File: src/sv/bama_pkg.sv
// Shared types and constants for the block average / moving average filter.
// No dependencies; compiled first.
package bama_pkg;

    localparam int SAMPLE_W  = 8;
    localparam int AVG_W     = 8;
    localparam int SAMPLE_MAX = 255;

    localparam int BLOCK_SAMPLES_DEF = 32;
    localparam int WINDOW_DEPTH_DEF  = 16;

    // result words that may wait between the pipeline and the result port
    localparam int OUT_DEPTH = 4;

    typedef struct packed {
        logic                valid;
        logic [AVG_W-1:0]    value;
    } blk_t;

    typedef struct packed {
        logic [AVG_W-1:0]    average;
        logic                window_ready;
    } result_t;

endpackage

File: src/sv/bama_sample_if.sv
// Sample channel: valid/ready handshake carrying one 8-bit converter sample.
// Depends on bama_pkg.
interface bama_sample_if;
    import bama_pkg::*;

    logic                valid;
    logic                ready;
    logic [SAMPLE_W-1:0] sample;

    modport source (output valid, output sample, input ready);
    modport sink   (input valid, input sample, output ready);
endinterface

File: src/sv/bama_result_if.sv
// Result channel: valid/ready handshake carrying the moving average and its flag.
// Depends on bama_pkg.
interface bama_result_if;
    import bama_pkg::*;

    logic             valid;
    logic             ready;
    logic [AVG_W-1:0] average;
    logic             window_ready;

    modport source (output valid, output average, output window_ready, input ready);
    modport sink   (input valid, input average, input window_ready, output ready);
endinterface

File: src/sv/block_average_then_moving_average.sv
// Block average followed by a moving average over the last WINDOW_DEPTH block
// averages. One sample is taken every cycle it is valid and not held off.
// Every BLOCK_SAMPLES samples the truncated block mean enters a ring of
// WINDOW_DEPTH entries held in a one-port-read, one-port-write synchronous
// memory, with a running total kept beside it; each block then yields one
// result word. While the ring fills the word is zero with window_ready low;
// from the block after the ring is full on, it is total / WINDOW_DEPTH with
// window_ready high. Up to four result words queue at the output; a sample
// that closes a block is held off only while four words wait unaccepted.
// The ring needs no clearing after reset: it is fully written before read.
// Depends on bama_pkg, bama_sample_if, bama_result_if and bama_block.
module block_average_then_moving_average #(
    parameter int BLOCK_SAMPLES = bama_pkg::BLOCK_SAMPLES_DEF,
    parameter int WINDOW_DEPTH  = bama_pkg::WINDOW_DEPTH_DEF
) (
    input  logic          clk,
    input  logic          rst_n,
    bama_sample_if.sink   samples,
    bama_result_if.source results
);
    import bama_pkg::*;

    localparam int PTR_W  = $clog2(WINDOW_DEPTH);
    localparam int FILL_W = $clog2(WINDOW_DEPTH + 1);
    localparam int TOT_W  = $clog2(SAMPLE_MAX * WINDOW_DEPTH + 1);
    localparam int KW     = TOT_W + $clog2(WINDOW_DEPTH);
    localparam int PROD_W = TOT_W + KW;
    localparam longint unsigned RECIP_FULL =
        ((longint'(1) << KW) + longint'(WINDOW_DEPTH) - 1) / longint'(WINDOW_DEPTH);
    localparam logic [KW-1:0]     RECIP    = RECIP_FULL[KW-1:0];
    localparam logic [PTR_W-1:0]  PTR_LAST = PTR_W'(WINDOW_DEPTH - 1);
    localparam logic [FILL_W-1:0] FILL_MAX = FILL_W'(WINDOW_DEPTH);
    localparam int OPTR_W = $clog2(OUT_DEPTH);
    localparam int OCNT_W = $clog2(OUT_DEPTH + 1);
    localparam logic [OCNT_W-1:0] OCNT_MAX = OCNT_W'(OUT_DEPTH);

    logic   take;
    logic   at_last;
    blk_t   blk;

    // window ring
    logic [AVG_W-1:0]  ring_mem [WINDOW_DEPTH];
    logic [AVG_W-1:0]  oldest_reg;
    logic              w_valid_reg;
    logic [AVG_W-1:0]  w_blk_reg;
    logic [PTR_W-1:0]  ptr_reg, ptr_next;
    logic [FILL_W-1:0] fill_reg, fill_next;
    logic [TOT_W-1:0]  total_reg, total_next;
    logic              full;
    logic              t_valid_reg;
    logic              t_full_reg;
    logic              a_valid_reg;
    logic              a_full_reg;
    logic [PROD_W-1:0] a_prod_reg;
    result_t           push_word;

    // output queue
    result_t           q_mem [OUT_DEPTH];
    logic [OPTR_W-1:0] q_wr_reg, q_rd_reg;
    logic [OCNT_W-1:0] q_cnt_reg, q_cnt_next;
    logic [OCNT_W-1:0] pend_reg, pend_next;
    logic              pop;

    bama_block #(
        .BLOCK_SAMPLES(BLOCK_SAMPLES)
    ) u_block (
        .clk     (clk),
        .rst_n   (rst_n),
        .take    (take),
        .sample  (samples.sample),
        .at_last (at_last),
        .blk     (blk)
    );

    // a block-closing sample needs a reserved slot in the output queue
    assign samples.ready = !at_last || (pend_reg != OCNT_MAX);
    assign take          = samples.valid && samples.ready;
    assign pop           = results.valid && results.ready;

    assign full = (fill_reg == FILL_MAX);

    always_comb
    begin
        ptr_next   = ptr_reg;
        fill_next  = fill_reg;
        total_next = total_reg;
        if (w_valid_reg)
        begin
            ptr_next = (ptr_reg == PTR_LAST) ? '0 : ptr_reg + PTR_W'(1);
            if (full)
                total_next = total_reg - TOT_W'(oldest_reg) + TOT_W'(w_blk_reg);
            else
            begin
                total_next = total_reg + TOT_W'(w_blk_reg);
                fill_next  = fill_reg + FILL_W'(1);
            end
        end
    end

    // block words never arrive back to back, so a read never meets
    // the write of the previous word at the same entry
    always_ff @(posedge clk)
    begin
        if (w_valid_reg)
            ring_mem[ptr_reg] <= w_blk_reg;
        if (blk.valid)
            oldest_reg <= ring_mem[ptr_reg];
    end

    always_ff @(posedge clk)
    begin
        if (blk.valid)
            w_blk_reg <= blk.value;
        if (t_valid_reg)
            a_prod_reg <= PROD_W'(total_reg) * PROD_W'(RECIP);
        if (a_valid_reg)
            q_mem[q_wr_reg] <= push_word;
    end

    always_comb
    begin
        push_word.window_ready = a_full_reg;
        push_word.average      = a_full_reg ? a_prod_reg[KW +: AVG_W] : '0;
    end

    always_comb
    begin
        q_cnt_next = q_cnt_reg;
        if (a_valid_reg && !pop)
            q_cnt_next = q_cnt_reg + OCNT_W'(1);
        else if (!a_valid_reg && pop)
            q_cnt_next = q_cnt_reg - OCNT_W'(1);

        pend_next = pend_reg;
        if ((take && at_last) && !pop)
            pend_next = pend_reg + OCNT_W'(1);
        else if (!(take && at_last) && pop)
            pend_next = pend_reg - OCNT_W'(1);
    end

    always_ff @(posedge clk or negedge rst_n)
    begin
        if (!rst_n)
        begin
            w_valid_reg <= 1'b0;
            ptr_reg     <= '0;
            fill_reg    <= '0;
            total_reg   <= '0;
            t_valid_reg <= 1'b0;
            t_full_reg  <= 1'b0;
            a_valid_reg <= 1'b0;
            a_full_reg  <= 1'b0;
            q_wr_reg    <= '0;
            q_rd_reg    <= '0;
            q_cnt_reg   <= '0;
            pend_reg    <= '0;
        end
        else
        begin
            w_valid_reg <= blk.valid;
            ptr_reg     <= ptr_next;
            fill_reg    <= fill_next;
            total_reg   <= total_next;
            t_valid_reg <= w_valid_reg;
            if (w_valid_reg)
                t_full_reg <= full;
            a_valid_reg <= t_valid_reg;
            if (t_valid_reg)
                a_full_reg <= t_full_reg;
            if (a_valid_reg)
                q_wr_reg <= q_wr_reg + OPTR_W'(1);
            if (pop)
                q_rd_reg <= q_rd_reg + OPTR_W'(1);
            q_cnt_reg   <= q_cnt_next;
            pend_reg    <= pend_next;
        end
    end

    assign results.valid        = (q_cnt_reg != '0);
    assign results.average      = q_mem[q_rd_reg].average;
    assign results.window_ready = q_mem[q_rd_reg].window_ready;

endmodule

File: src/sv/bama_block.sv
// Block accumulator: sums BLOCK_SAMPLES samples and forms their truncated mean.
// Depends on bama_pkg.
module bama_block #(
    parameter int BLOCK_SAMPLES = bama_pkg::BLOCK_SAMPLES_DEF
) (
    input  logic                          clk,
    input  logic                          rst_n,
    input  logic                          take,
    input  logic [bama_pkg::SAMPLE_W-1:0] sample,
    output logic                          at_last,
    output bama_pkg::blk_t                blk
);
    import bama_pkg::*;

    localparam int POS_W = $clog2(BLOCK_SAMPLES);
    localparam int ACC_W = $clog2(SAMPLE_MAX * BLOCK_SAMPLES + 1);
    localparam int KB    = ACC_W + $clog2(BLOCK_SAMPLES);
    localparam int PROD_W = ACC_W + KB;
    // ceil(2^KB / BLOCK_SAMPLES): exact floor quotient for every sum below 2^ACC_W
    localparam longint unsigned RECIP_FULL =
        ((longint'(1) << KB) + longint'(BLOCK_SAMPLES) - 1) / longint'(BLOCK_SAMPLES);
    localparam logic [KB-1:0] RECIP = RECIP_FULL[KB-1:0];
    localparam logic [POS_W-1:0] POS_LAST = POS_W'(BLOCK_SAMPLES - 1);

    logic [POS_W-1:0]  pos_reg, pos_next;
    logic [ACC_W-1:0]  acc_reg, acc_next;
    logic [ACC_W-1:0]  sum_full;
    logic              sum_valid_reg;
    logic [ACC_W-1:0]  sum_reg;
    logic              prod_valid_reg;
    logic [PROD_W-1:0] prod_reg;

    assign at_last  = (pos_reg == POS_LAST);
    assign sum_full = acc_reg + ACC_W'(sample);

    always_comb
    begin
        pos_next = pos_reg;
        acc_next = acc_reg;
        if (take)
        begin
            if (at_last)
            begin
                pos_next = '0;
                acc_next = '0;
            end
            else
            begin
                pos_next = pos_reg + POS_W'(1);
                acc_next = sum_full;
            end
        end
    end

    always_ff @(posedge clk or negedge rst_n)
    begin
        if (!rst_n)
        begin
            pos_reg        <= '0;
            acc_reg        <= '0;
            sum_valid_reg  <= 1'b0;
            prod_valid_reg <= 1'b0;
        end
        else
        begin
            pos_reg        <= pos_next;
            acc_reg        <= acc_next;
            sum_valid_reg  <= take && at_last;
            prod_valid_reg <= sum_valid_reg;
        end
    end

    always_ff @(posedge clk)
    begin
        if (take && at_last)
            sum_reg <= sum_full;
        if (sum_valid_reg)
            prod_reg <= PROD_W'(sum_reg) * PROD_W'(RECIP);
    end

    assign blk.valid = prod_valid_reg;
    assign blk.value = prod_reg[KB +: AVG_W];

endmodule
File: src/flat_wrapper.sv
// flat-port wrapper written by rule: the top's interface ports become plain ports
module block_average_then_moving_average_flat import bama_pkg::*;
#(
    parameter int BLOCK_SAMPLES = bama_pkg::BLOCK_SAMPLES_DEF,
    parameter int WINDOW_DEPTH  = bama_pkg::WINDOW_DEPTH_DEF
)
  (clk, rst_n, samples_valid, samples_sample, samples_ready, results_valid, results_average, results_window_ready, results_ready);
  bama_sample_if samples_i ();
  bama_result_if results_i ();
  input  logic clk;
  input  logic rst_n;
  input wire logic [$bits(samples_i.valid)-1:0] samples_valid;
  input wire logic [$bits(samples_i.sample)-1:0] samples_sample;
  output wire logic [$bits(samples_i.ready)-1:0] samples_ready;
  output wire logic [$bits(results_i.valid)-1:0] results_valid;
  output wire logic [$bits(results_i.average)-1:0] results_average;
  output wire logic [$bits(results_i.window_ready)-1:0] results_window_ready;
  input wire logic [$bits(results_i.ready)-1:0] results_ready;
  assign samples_i.valid = samples_valid;
  assign samples_i.sample = samples_sample;
  assign samples_ready = samples_i.ready;
  assign results_valid = results_i.valid;
  assign results_average = results_i.average;
  assign results_window_ready = results_i.window_ready;
  assign results_i.ready = results_ready;
  block_average_then_moving_average #(.BLOCK_SAMPLES(BLOCK_SAMPLES), .WINDOW_DEPTH(WINDOW_DEPTH)) u_core (.clk(clk), .rst_n(rst_n), .samples(samples_i), .results(results_i));
endmodule
File: config.mk
export PLATFORM = sky130hd
export DESIGN_NAME = block_average_then_moving_average_flat
export DESIGN_NICKNAME = d
export VERILOG_FILES = /design/src/sv/bama_pkg.sv /design/src/sv/bama_sample_if.sv /design/src/sv/bama_result_if.sv /design/src/sv/block_average_then_moving_average.sv /design/src/sv/bama_block.sv /design/src/flat_wrapper.sv
export SDC_FILE = /design/constraint.sdc
export NUM_CORES = 1
export LEC_CHECK = 0
export BUFFER_PORTS_ARGS = -buffer_cell sky130_fd_sc_hd__buf_2
export CAP_MARGIN = 20
export CORE_MARGIN = 2
export CORE_UTILIZATION = 53
export DETAILED_ROUTE_END_ITERATION = 10
export GPL_ROUTABILITY_DRIVEN = 0
export PLACE_DENSITY_LB_ADDON = 0.25
export SLEW_MARGIN = 10
export SYNTH_ARGS = -nofsm -noshare
export SYNTH_HDL_FRONTEND = slang
export SYNTH_SLANG_ARGS = --single-unit
File: constraint.sdc
create_clock -name clk -period 4.6 [get_ports clk]
set_clock_uncertainty 0.1 [all_clocks]
set_input_delay 0.23 -clock clk [delete_from_list [all_inputs] [get_ports clk]]
set_output_delay 0.23 -clock clk [all_outputs]
set_load 0.01 [all_outputs]
### Word level (Yosys, flattened, before mapping)

Memory sizes are Yosys's and may differ from the RTL's. A register that Yosys moved wholly into a read port is not among the register bits.
Cells that the tools add are included.

* memory bits (writable): 164
* register bits after elaboration: 102
* input bits: 12
* word-level logic and storage cells: 69
* memories kept: 2

Memory list
* u_core.ring_mem: depth 16, bits a word 8, read ports 1, clocked after Yosys merged registers in 1, wr ports 1, line block_average_then_moving_average.sv:42 `logic [AVG_W-1:0] ring_mem [WINDOW_DEPTH];`
* u_core.q_mem: depth 4, bits a word 9, read ports 1, clocked after Yosys merged registers in 0, wr ports 1, line block_average_then_moving_average.sv:58 `result_t q_mem [OUT_DEPTH];`

* bitwise operators: 1
* mux-type cells: 13
* reduce and logical (&&, ||, !) cells: 16
* equality and inequality tests: 4
* add/subtract/negate cells: 13

Operators by type and width (number)
* $add 12x8->12: 2
* $add 13x8->13: 1
* $mux 13: 1
* $mux 12: 1
* $mux 3: 4
* $sub 12x8->12: 1
* $add 5x1->5 const B: 2
* $eq 5x5->1 const B: 2
* $mux 8: 1
* $logic_and 1x1->1: 7
* $add 3x1->3 const B: 2
* $sub 3x1->3 const B: 2
* $mux 5: 1
* $add 2x1->2 const B: 2
* $add 4x1->4 const B: 1
* $eq 4x4->1 const B: 1
* $logic_not 1->1: 4
* $mux 1: 4
* $mux 4: 1
* $reduce_bool 2->1: 2
* $ne 3x3->1 const B: 1
* $reduce_bool 3->1: 1
* $reduce_and 2->1: 1
* $logic_or 1x1->1: 1
* $not 1->1: 1

### Logic depth before layout (Yosys ltp)

* word-level depth: 9
* mapped depth: 13

### Modules after synthesis

A second synthesis with hierarchy kept.

* cell total of the unflattened synthesis: 746
* area, all modules: 11683.7 µm²

By module, submodules not included
* block_average_then_moving_average: cells each 591, sequential area each 6546.3 µm², times used 1, area each 9846.9 µm²
* bama_block: cells each 155, sequential area each 980.9 µm², times used 1, area each 1836.8 µm²

### Worst setup path before layout

OpenSTA, ideal clock, no wires.

* path type: register to register
* start point: register u_core.u_block.pos_reg[0]
* end point: register u_core.pend_reg[2]
* stages on the path, launching flop included: 14
* arrival: 3006 ps
* path buffers: 1
* slack: 1415 ps
* period minus slack after synthesis: 3185 ps
* cell sequence: dfrtp_1 ha_1 and3_1 ha_1 nand3_1 nand2_1 clkbuf_1 nor2_1 ha_1 inv_1 fa_1 xor2_1 nor2_1 xor2_1

* cells in the longest elaborated chain, start to end: 8
* elaborated cells between the ends (all ways): 10
* those cells by class: eq/ne: 1; mux: 1; reduce/logical: 8

Ends and longest elaborated chain
* start: declaration: line bama_block.sv:25 `logic [POS_W-1:0] pos_reg, pos_next;`
* start signal: assignment: line bama_block.sv:66 `pos_reg <= pos_next;`
* $eq 5x5->1 (*): line bama_block.sv:33 `assign at_last = (pos_reg == POS_LAST);`
* $logic_not 1->1 (*): line block_average_then_moving_average.sv:76 `assign samples.ready = !at_last || (pend_reg != OCNT_MAX);`
* $logic_or 1x1->1 (*): line block_average_then_moving_average.sv:76
* net samples_ready: line flat_wrapper.sv:14 `output wire logic [$bits(samples_i.ready)-1:0] samples_ready;`
* $logic_and 1x1->1 (*): line block_average_then_moving_average.sv:77 `assign take = samples.valid && samples.ready;`
* $logic_and 1x1->1 (*): line block_average_then_moving_average.sv:135, block_average_then_moving_average.sv:137
* $logic_not 1->1: line block_average_then_moving_average.sv:137 `else if (!(take && at_last) && pop)`
* $logic_and 1x1->1: line block_average_then_moving_average.sv:137
* $reduce_bool 2->1 (no line)
* end signal: assignment: line block_average_then_moving_average.sv:175 `pend_reg <= pend_next;`
* end: declaration: line block_average_then_moving_average.sv:61 `logic [OCNT_W-1:0] pend_reg, pend_next;`

Mark *: on every way through the listed nets, which the timed path passes. The rest lies on a longest branch.
A chain may end at the register's enable or synchronous reset.

### Worst setup path after layout

* start point: register u_core.w_blk_reg[1]
* end point: register u_core.total_reg[8]

* cells in the longest elaborated chain, start to end: 2
* elaborated cells between the ends (all ways): 3
* those cells by class: add/sub: 2; mux: 1

Ends and longest elaborated chain
* start: declaration: line block_average_then_moving_average.sv:45 `logic [AVG_W-1:0] w_blk_reg;`
* start signal: assignment: line block_average_then_moving_average.sv:113 `w_blk_reg <= blk.value;`
* $add 12x8->12, on equally long branches: line block_average_then_moving_average.sv:94, block_average_then_moving_average.sv:91
* $mux 12 (*): line block_average_then_moving_average.sv:90 `if (full)`
* end signal: assignment: line block_average_then_moving_average.sv:163 `total_reg <= total_next;`
* end: declaration: line block_average_then_moving_average.sv:48 `logic [TOT_W-1:0] total_reg, total_next;`

Mark *: on every way between the ends. The rest lies on a longest branch, timed or not.

==> results.rst <==
.. list-table::
   :header-rows: 1

   * - Metric
     - Value
   * - Critical register-to-register path startpoint
     - u_core.w_blk_reg[1]
   * - Max reg flops
     - 128
   * - Ys flop type
     - edfxtp_1
   * - Synth unique cells
     - 60
   * - Startpoint-to-endpoint class of the critical path
     - reg2reg
   * - Fin crit period
     - between 3 and 4 ns
   * - Cell area after technology mapping
     - 11600 µm²
   * - Cts-stage hold buffer count
     - 4
   * - Placeable core region
     - roughly 22000 µm²
   * - Number of nets at the end of the flow
     - between 800 and 900
   * - Top Ports
     - 23
   * - Post-placement setup slack
     - approximately 1.3 ns
   * - Remaining DRCs
     - 0
   * - Data arrival time of the critical path
     - about 3.7 ns
   * - Outcome
     - finished clean
   * - Number of hold violations in the final report
     - 0
   * - Detailed Place HPWL
     - around 14 mm
   * - Clock latency on the worst-skew pair
     - between 0.5 and 0.6 ns
   * - Actual transition at the worst max-transition pin
     - 1.06 ns
   * - Initial standard-cell utilization of the core
     - between 50% and 60%
   * - Largest area contributor in the netlist
     - edfxtp_1
   * - Pins over their slew limit
     - 0
   * - WP data required
     - 4.94 ns
   * - Endpoint class of the critical path
     - flip-flop
   * - Average detailed-routed wire length per instance
     - 20.5 µm
   * - Vias in the first global route
     - about 6400
   * - Vert. Die Dim
     - around 150 µm
   * - Master cell of the clock root buffer
     - clkbuf_16
   * - Post-layout instance count excluding filler cells
     - approximately 1100
   * - Number of flip-flops and latches in the synthesized netlist
     - 260
   * - Worst min-delay path category
     - in2reg
   * - Max H-tree Level
     - 1
   * - P per Cell Area
     - around 580 nW/µm²
   * - Maximum fanout along the worst path
     - 19
   * - DIE AREA
     - roughly 23000 µm²
   * - Maximum clock frequency
     - 302 MHz
   * - Lkg Pwr
     - approximately 0.0047 µW
   * - Clock buffers created by TritonCTS
     - 27
   * - Worst setup margin
     - between 1 and 1.5 ns
   * - Area of combinational cells with multiple inputs
     - 3720 µm²
   * - Total global routing track utilization
     - between 10% and 20%
   * - Sort of element at the start of the critical path
     - flip-flop
   * - Biggest area contributors in the synthesized netlist
     - edfxtp_1 53%, dfrtp_1 12%, mux4_2 6.0%
   * - Fraction of the cycle the final worst path needs
     - 72.0%
   * - R2R depth
     - 10
   * - Quantity of I/O buffers inserted on ports
     - 22
   * - Sinks on Clock Net
     - 260
   * - Max VDD drop
     - ~0.29 mV
   * - Setup violations, final
     - 0
   * - Most common cell in the netlist
     - edfxtp_1
   * - Remaining antenna violation count after routing
     - 0
   * - Drt via density
     - between 5 and 6
   * - Layout overhead on the synthesized area
     - 11.3%
   * - Clock transition at the registers of the reported paths
     - 0.06 ns
   * - Longest Clk Path Bufs
     - 3
   * - Setup fix buffers added after clock tree synthesis
     - 0
   * - Sequential fraction of the synthesis area
     - about two thirds
   * - Setup_tns
     - 0 ns
   * - Iteration-0 DRC count of the detailed router
     - just over 500
   * - Vias after detailed routing
     - 6234
   * - RSZ-0062 raised after global routing
     - no
   * - Final Routed Wirelength
     - 21.9 mm
   * - Cell types with the highest counts after synthesis
     - 204 x edfxtp_1, 56 x dfrtp_1, 54 x inv_1
   * - Number of fill cells in the layout
     - between 1500 and 2000
   * - Relative slew slack
     - 29.1%
   * - Row count
     - 54
   * - Hold Crit Start
     - samples_sample[1]
   * - Pre-antenna DRT Iters
     - 5
   * - GR Overflow Total
     - 0
   * - Total power
     - 7490 µW
   * - Post-synthesis async set-or-reset flop share
     - between 20% and 30%
   * - Number of gates given a new drive strength after cts
     - 0
   * - Maximum capacitance violations
     - 0
   * - Count of warnings emitted by yosys
     - 0
   * - Share of final-layout standard cells stronger than drive strength 1
     - 15.1%
   * - Clock tree from TritonCTS
     - yes
   * - Layout Utilization
     - 59.6%
   * - Number of instances on the worst hold path
     - 4
   * - Net count after synthesis
     - slightly below 800
   * - Count of placed standard cells including taps
     - 1015
   * - First element of the critical path
     - u_core.w_blk_reg[1]
   * - Average footprint of a synthesized cell
     - 16.0 µm²
   * - Area of all sequential standard cells
     - roughly 7500 µm²
   * - Number of enable flip-flop cells after synthesis
     - just over 200
   * - Post-synthesis instance total
     - a little over 700
   * - Fraction of post-synthesis cell area in the top cell type by area
     - 52.8%
   * - Antenna violations before repair
     - 1
   * - X dimension of the die
     - ~150 µm
   * - Largest net degree at the start of global routing
     - 57
   * - Wire length of the first global-routing pass
     - 35.0 mm
-- critical path: stages, from the launching register on --
cell and delay (ns):
edfxtp_1 0.73, inv_1 0.13, fa_1 0.52, inv_1 0.07, fa_1 0.47, a21oi_1 0.19, o211ai_1 0.20, o41ai_1 0.38
xnor2_1 0.17, o22ai_1 0.10, a21oi_1 0.18
-- final cells by class --
class | count | share of cell area, %
sequential | 260 | 58.3
multi-input combinational | 390 | 28.8
tap | 280 | 2.71
timing repair buffer | 36 | 1.90
clock buffer | 29 | 5.29
antenna | 1 | 0.0194
inverter | 55 | 1.60
clock inverter | 18 | 1.41
-- stage by stage --
stage	area, µm²	hold slack, ns
floorplan	11600	-0.166
global placement	12000	0.305
detailed placement	12000	0.305
CTS	12900	0.0747
global route	12900	0.111
finish	12900	0.0818
-- cells in the final DEF, fill, tap and decap left out, types with 6 or more instances in the layout --
cell       synthesis  final
clkinv_2           0      6
edfxtp_1         204    204
mux4_1            18     18
o211ai_1           7      7
and2_1            12     12
mux2_2             6      6
xor2_1            14     14
nor2_1            32     32
a21o_1             7      7
nor3_1            11     11
buf_4              0      9
clkbuf_16          0     27
mux4_2            31     31
a21oi_1           21     21
ha_1              44     44
inv_1             54     54
buf_2              3     22
nand2_1           43     43
nand3_1           22     22
o21ai_0           20     20
xnor2_1           24     24
fa_1              12     12
dfrtp_1           56     55
-- per-layer routing --
layer  GRT usage [%]  vias to the layer above  routed length, µm
met4            5.30                        0                422
li1                -                     2849                  -
met2            32.0                      161              10900
met1            26.4                     3186               9490
met5               0                        -                  0
met3            2.88                       38               1100
-- path summary, 6_finish.rpt --
check,end,slack (ns)
min in group asynchronous,u_core.total_reg[10],0.28
max,u_core.total_reg[8],1.29
min,u_core.u_block.acc_reg[1],0.08
min reg2reg,u_core.w_blk_reg[5],0.31
max in group asynchronous,u_core.ptr_reg[0],3.54
max reg2reg,u_core.total_reg[8],1.29
-- kinds of logic after synthesis --
logic type / Yosys count / synth area share [%]
flops: 260 / 64.8
simple gates: 140 / 5.70
compound gates: 99 / 5.80
buf+inv: 75 / 3.15
mux: 57 / 10.8
fa+ha+maj: 56 / 6.81
xor+xnor: 38 / 2.87
-- power by group --
group | internal [µW] | switching (µW)
Sequential | 2810 | 344
Clock | 1250 | 885
Combinational | 1100 | 1110
(Power assumes the default switching activity.)
